$ cat config.mk
export PLATFORM = sky130hd
export DESIGN_NAME = crpe_horner_step
export DESIGN_NICKNAME = d
export VERILOG_FILES = /design/src/design/crpe_pkg.sv /design/src/design/crpe_horner_step.sv
export SDC_FILE = /design/constraint.sdc
export NUM_CORES = 2
export LEC_CHECK = 0
export BUFFER_PORTS_ARGS = -buffer_cell sky130_fd_sc_hd__buf_2
export CORE_MARGIN = 2
export CORE_UTILIZATION = 40
export DETAILED_ROUTE_END_ITERATION = 8
export GPL_ROUTABILITY_DRIVEN = 1
export PLACE_DENSITY = 0.61
export SETUP_SLACK_MARGIN = 0.1
export SYNTH_ARGS = -nofsm -noshare
export SYNTH_HDL_FRONTEND = slang
export SYNTH_SLANG_ARGS = --single-unit
$ cat constraint.sdc
create_clock -name clk -period 18 [get_ports clk]
set_clock_uncertainty 0.1 [all_clocks]
set_input_delay 5.4 -clock clk [delete_from_list [all_inputs] [get_ports clk]]
set_output_delay 5.4 -clock clk [all_outputs]
set_load 0.03 [all_outputs]
$ cat src/design/crpe_pkg.sv
package crpe_pkg;

    // Field widths of the Q16.16 coordinates and the unsigned Q1.16 curve parameter
    localparam int COORD_WIDTH = 32;
    localparam int T_FRAC_BITS = 16;
    localparam int T_WIDTH     = T_FRAC_BITS + 1;

    // Doubled coefficients and Horner accumulators stay within 50 * 2^(COORD_WIDTH-1)
    localparam int ACC_WIDTH   = COORD_WIDTH + 6;
    localparam int PROD_WIDTH  = ACC_WIDTH + T_WIDTH;

    typedef logic signed [ACC_WIDTH-1:0] acc_t;
    typedef logic [T_WIDTH-1:0]          tpar_t;

    // t of exactly 1.0
    localparam tpar_t T_ONE = tpar_t'(1) << T_FRAC_BITS;

    // Saturation limits of a signed coordinate
    localparam logic [COORD_WIDTH-1:0] COORD_MAX = {1'b0, {(COORD_WIDTH-1){1'b1}}};
    localparam logic [COORD_WIDTH-1:0] COORD_MIN = {1'b1, {(COORD_WIDTH-1){1'b0}}};

    typedef struct packed {
        logic [T_WIDTH-1:0]            param_t;
        logic signed [COORD_WIDTH-1:0] ctrl_a;
        logic signed [COORD_WIDTH-1:0] ctrl_b;
        logic signed [COORD_WIDTH-1:0] ctrl_c;
        logic signed [COORD_WIDTH-1:0] ctrl_d;
    } crpe_in_t;

    typedef struct packed {
        logic signed [COORD_WIDTH-1:0] position;
        logic signed [COORD_WIDTH-1:0] tangent;
    } crpe_out_t;

endpackage

$ cat src/design/crpe_horner_step.sv
module crpe_horner_step
    import crpe_pkg::*;
(
    input  logic  clk,
    input  acc_t  acc,
    input  tpar_t t_in,
    input  acc_t  addend,
    output acc_t  sum,
    output tpar_t t_out
);

    localparam logic [PROD_WIDTH-1:0] ROUND_HALF = PROD_WIDTH'(1) << (T_FRAC_BITS - 1);

    logic [ACC_WIDTH-1:0]  mag;
    logic [PROD_WIDTH-1:0] prod_next;
    logic [PROD_WIDTH-1:0] prod_reg;
    logic                  neg_reg;
    acc_t                  addend_reg;
    tpar_t                 t_a_reg;
    logic [PROD_WIDTH-1:0] rnd_full;
    acc_t                  scaled;
    acc_t                  sum_next;
    acc_t                  sum_reg;
    tpar_t                 t_b_reg;

    // Take the magnitude and multiply by t
    always_comb
    begin
        mag       = acc[ACC_WIDTH-1] ? ACC_WIDTH'(unsigned'(-acc)) : ACC_WIDTH'(unsigned'(acc));
        prod_next = PROD_WIDTH'(mag) * PROD_WIDTH'(t_in);
    end

    always_ff @(posedge clk)
    begin
        prod_reg   <= prod_next;
        neg_reg    <= acc[ACC_WIDTH-1];
        addend_reg <= addend;
        t_a_reg    <= t_in;
    end

    // Round to nearest (ties away from zero), restore the sign, add the next coefficient
    always_comb
    begin
        rnd_full = (prod_reg + ROUND_HALF) >> T_FRAC_BITS;
        scaled   = signed'(rnd_full[ACC_WIDTH-1:0]);
        sum_next = (neg_reg ? -scaled : scaled) + addend_reg;
    end

    always_ff @(posedge clk)
    begin
        sum_reg <= sum_next;
        t_b_reg <= t_a_reg;
    end

    assign sum   = sum_reg;
    assign t_out = t_b_reg;

endmodule

; ---- Yosys cells after proc, flatten, opt, wreduce, memory -nomap -nowiden
; Index checks and enable logic that the tools add are counted.
[word_totals]
regBits = 165
inputBits = 94
[op_classes]
add_sub_neg = 4
n_mux = 2
mul = 1
[op_table]
columns = op, count
row1 = 38-bit two-way mux, 2
row2 = 38-bit negation, 2
row3 = "54-bit by 16-bit adder with 54-bit output, second input constant", 1
row4 = 38-bit by 17-bit multiplier with 54-bit output, 1
row5 = 38-bit adder, 1

; ---- Longest topological paths before layout
[logic_depth]
ltp_word = 4
depth_mapped = 35

; ---- Worst setup path before layout
; Ideal clock, no wire load.
[synth_timing]
path_type = input-to-reg
startpoint = in acc[0]
endpoint = reg prod_reg[42]
cell_stages = 35
t_arrival_ns = 13.226
n_path_buf = 3
slack_ns = 4.603
path_cell_list = clkbuf_1 > clkbuf_1 > inv_1 > ha_1 > nor4b_1 > nand2_1 > nor3_1 > nand2_1 > or2_2 > or4_1 > o21ai_0 > xnor2_1 > clkbuf_1 > nand2_1 > fa_1 > inv_1 > fa_1 > inv_1 > fa_1 > inv_1 > fa_1 > fa_1 > inv_1 > fa_1 > inv_1 > ha_1 > nand4_1 > nor3_1 > nand2b_1 > o22ai_1 > a31oi_1 > o21ai_0 > a21oi_1 > o21bai_1 > xor2_1
[synth_between]
elab_chain_cells = 3
[synth_lines]
columns = item, line
row1 = "start, declared", crpe_horner_step.sv:5  ; input acc_t acc,
row2 = 38-bit negation, crpe_horner_step.sv:29  ; mag = acc[ACC_WIDTH-1] ? ACC_WIDTH'(unsigned'(-acc)) : ACC_WIDTH'(unsigned'(acc));
row3 = 38-bit two-way mux *, crpe_horner_step.sv:29
row4 = 38-bit by 17-bit multiplier with 54-bit output *, crpe_horner_step.sv:30  ; prod_next = PROD_WIDTH'(mag) * PROD_WIDTH'(t_in);
row5 = named net prod_next[42], crpe_horner_step.sv:15  ; logic [PROD_WIDTH-1:0] prod_next;
row6 = "end signal, assigned", crpe_horner_step.sv:35  ; prod_reg <= prod_next;
row7 = "end, declared", crpe_horner_step.sv:16  ; logic [PROD_WIDTH-1:0] prod_reg;
; Mark *: on every way through the listed nets, which the timed path passes. The rest lies on a longest branch.

; ---- Final worst setup path
; Ends and elaborated chain as after synthesis.

==> flow_metrics.tcl <==
set metrics [dict create \
    endpoint_kind "flop" \
    cp-start-kind "input port" \
    cts_tree "built" \
    critPathMaxFanout 19 \
    drc 0 \
    fin_hold_ws_ns 0.227 \
    synth_top_area_share_pct 39.7 \
    worst_pin_slew_ns 1.16 \
    die_height_um 264 \
    dieWidth_um 264 \
    num_vias 20200 \
    gr-usage-all-layers_pct 21.7 \
    postCtsHoldBufs 0 \
    cts_sinks 150 \
    synth.avg_cell_area_sq_um 8.78 \
    cts_resized 0 \
    layout-drive-gt1-share_pct 8.57 \
    htree_levels 4 \
    path_class "in -> reg" \
    grt_pass1_vias 21500 \
    startpoint "acc[0]" \
    crit_buf_inv 7 \
    status "complete, no violations" \
    first_pass_iters 5 \
    fp.coreArea_sq_um 67000 \
    grt_pass1_wl_um 118000 \
    syn_inst 3081 \
    cts_root_buf "clkbuf_16" \
    maxSlewViolCount 0 \
    ys_types 81 \
    ff2ff_setup_slack_ns 12.03 \
    avgViaCountPerCell 4.99 \
    max-cap-violations 0 \
    io_buffer_count 148 \
    critical_path_depth 32 \
    crit_path_end "prod_reg[42]" \
    row_count 95 \
    yosysWarnings 0 \
    synth_area_leader_cell "fa_1" \
    clockBufferDepth 2 \
    synth_edf_count 0 \
    finalCritPeriodShare_pct 77.4 \
    critPathTopFamily "adder cells" \
    async_flop_share_pct 0 \
    post-route-min-period_ns 13.93 \
    cpMaxStageDelayCell "nor4b_1" \
    drtIter0Drc 1214 \
    yosys_most_used_dff "dfxtp_1" \
    r2r_cells 19 \
    setup_violations 0 \
    fillCellCount 6721 \
    r2r-end "sum[37]" \
    reg2reg_from "prod_reg[16]" \
    yosysSeqAreaShare_pct 11.1 \
    rsz0062_at_grt "no" \
    grt_start_max_net_pins 40 \
    arrival_ns 14.25 \
    ys_ff_latch 150 \
    slew_headroom_pct 22.2 \
    antenna_found_initial 5 \
    cts_made_buffers 17 \
    dieArea_sq_um 69700 \
    critPathMaxStageDelay_ns 0.64 \
    syn_to_final_growth_pct 8.98 \
    largest_reg_flops 39 \
    synth_fp_nets 3875 \
    drt-total-wl_um 71700 \
    drtAntennaViolNets 0 \
    start_util_pct 40.4 \
    dp_hpwl_um 54700 \
    wl_per_cell_um 17.7 \
    critPathRequiredTime_ns 18.32 \
    clk_pin_slew_ns 0.08 \
    max_freq_mhz 71.8 \
    syn-cell-area_sq_um 27100 \
    hold_viol 0 \
    worstSkewPairLatency_ns 0.49 \
    hp-class "reg -> reg" \
    timing.setup.tns_ns 0 \
    gp_congestion 0.842 \
    cts_setup_buffers 0 \
    ioPinCount 149 \
    nets 3956 \
    synth_area_leaders "fa_1 40%, dfxtp_1 11%, inv_1 8.9%" \
    grt_overflow 0 \
]
==> kinds of logic after synthesis <==
kind of cell,count (synthesis),share of synthesized area (%)
and+or+nand+nor,965,17.5
buffers and inverters,777,10.9
adders and majority gates,700,47.3
AOI/OAI and AO/OA,301,7.14
xor gates and xnor gates,185,5.99
DFF,150,11.1
muxes,3,0.116
==> area by class of cell <==
type                       instances  area, sq um  area share (%)
antenna                            3         7.51          0.0255
clock buffer                      17          425            1.44
clock inverter                    14          191           0.649
inverter                         643         2410            8.19
multi-input combinational       2154        21300            72.1
sequential                       150         3000            10.2
tap                              873         1090            3.70
timing repair buffer             196         1100            3.73
==> metrics by stage <==
stage / cells / area [sq um] / utilization [%] / setup WS [ns]
floorplan: 3081 / 27100 / - / 4.60
global placement: 4016 / 28900 / 43.1 / 3.66
detailed placement: 4016 / 28900 / 43.1 / 3.56
CTS: 4047 / 29500 / 44.0 / 4.09
global route: 4049 / 29500 / 44.0 / 3.42
finish: 4050 / 29500 / 44.0 / 4.07
==> synth_stat cells (4+ instances only) <==
library cell / count
o21ai_0: 68
nor3_1: 22
or3_1: 16
nand2b_1: 13
xor2_1: 43
a2111oi_0: 5
nor2_1: 52
fa_1: 537
a21o_1: 36
o21a_1: 7
a21boi_0: 4
nand4_1: 22
inv_1: 642
ha_1: 163
and3_1: 15
a31oi_1: 8
buf_1: 4
nand2_1: 499
buf_2: 12
or2_2: 6
a21oi_1: 81
and2_1: 234
o211ai_1: 7
a211oi_1: 16
o21bai_1: 9
o31ai_1: 27
and4_1: 4
nand3b_1: 5
xnor2_1: 142
or4_1: 6
clkbuf_1: 113
nor2b_1: 4
nand3_1: 31
dfxtp_1: 150
nor4_1: 10
==> routing by layer <==
metal	vias to the layer above	global-route usage [%]	routed length, um	share of wire (%)
li1	9504	-	-	-
met3	82	5.50	5410	7.6
met2	595	34.5	32500	45
met4	0	5.42	1410	2.0
met5	-	0	0	0
met1	10000	29.5	32400	45
==> layout by cell type (no fill, tap or decap), types with 4 or more instances in the layout <==
master and instances:
o31ai_1 27, xor2_1 43, or4_1 6, buf_4 48
nor2b_1 4, nor4_1 10, o21bai_1 9, nand3_1 31
inv_1 642, clkbuf_16 17, buf_2 148, a2111oi_0 5
nor2_1 52, xnor2_1 122, and2_1 234, fa_1 537
ha_1 163, and3_1 15, o211ai_1 7, o21a_1 7
a21boi_0 4, a211oi_1 16, xnor2_2 20, nor3_1 22
nand3b_1 5, nand2_1 499, a21oi_1 81, a21o_1 36
nand2b_1 13, nand4_1 22, dfxtp_1 150, a31oi_1 8
or3_1 16, o21ai_0 68, and4_1 4, or2_2 6
==> worst reg2reg max path, delay by kind of cell (launching register included) <==
family	cells	cell delay, ns
AOI/OAI and AO/OA	8	2.46
and+or+nand+nor	6	1.30
adders and majority gates	2	0.87
DFF	1	0.53
xor gates and xnor gates	2	0.36
buffers and inverters	1	0.23
==> worst min path at each step <==
stage,start,to,depth (start not counted)
after global placement,t_a_reg[15],t_out[15],0
after CTS,t_a_reg[7],t_out[7],0
after detailed placement,t_a_reg[3],t_out[3],0
after floorplan,t_a_reg[0],t_out[0],0
after global routing,t_a_reg[0],t_out[0],0
final,t_a_reg[0],t_out[0],0
Power is left out: the tool's default activity adds up to more than one toggle a clock period on the data nets, which glitch-free logic cannot reach.
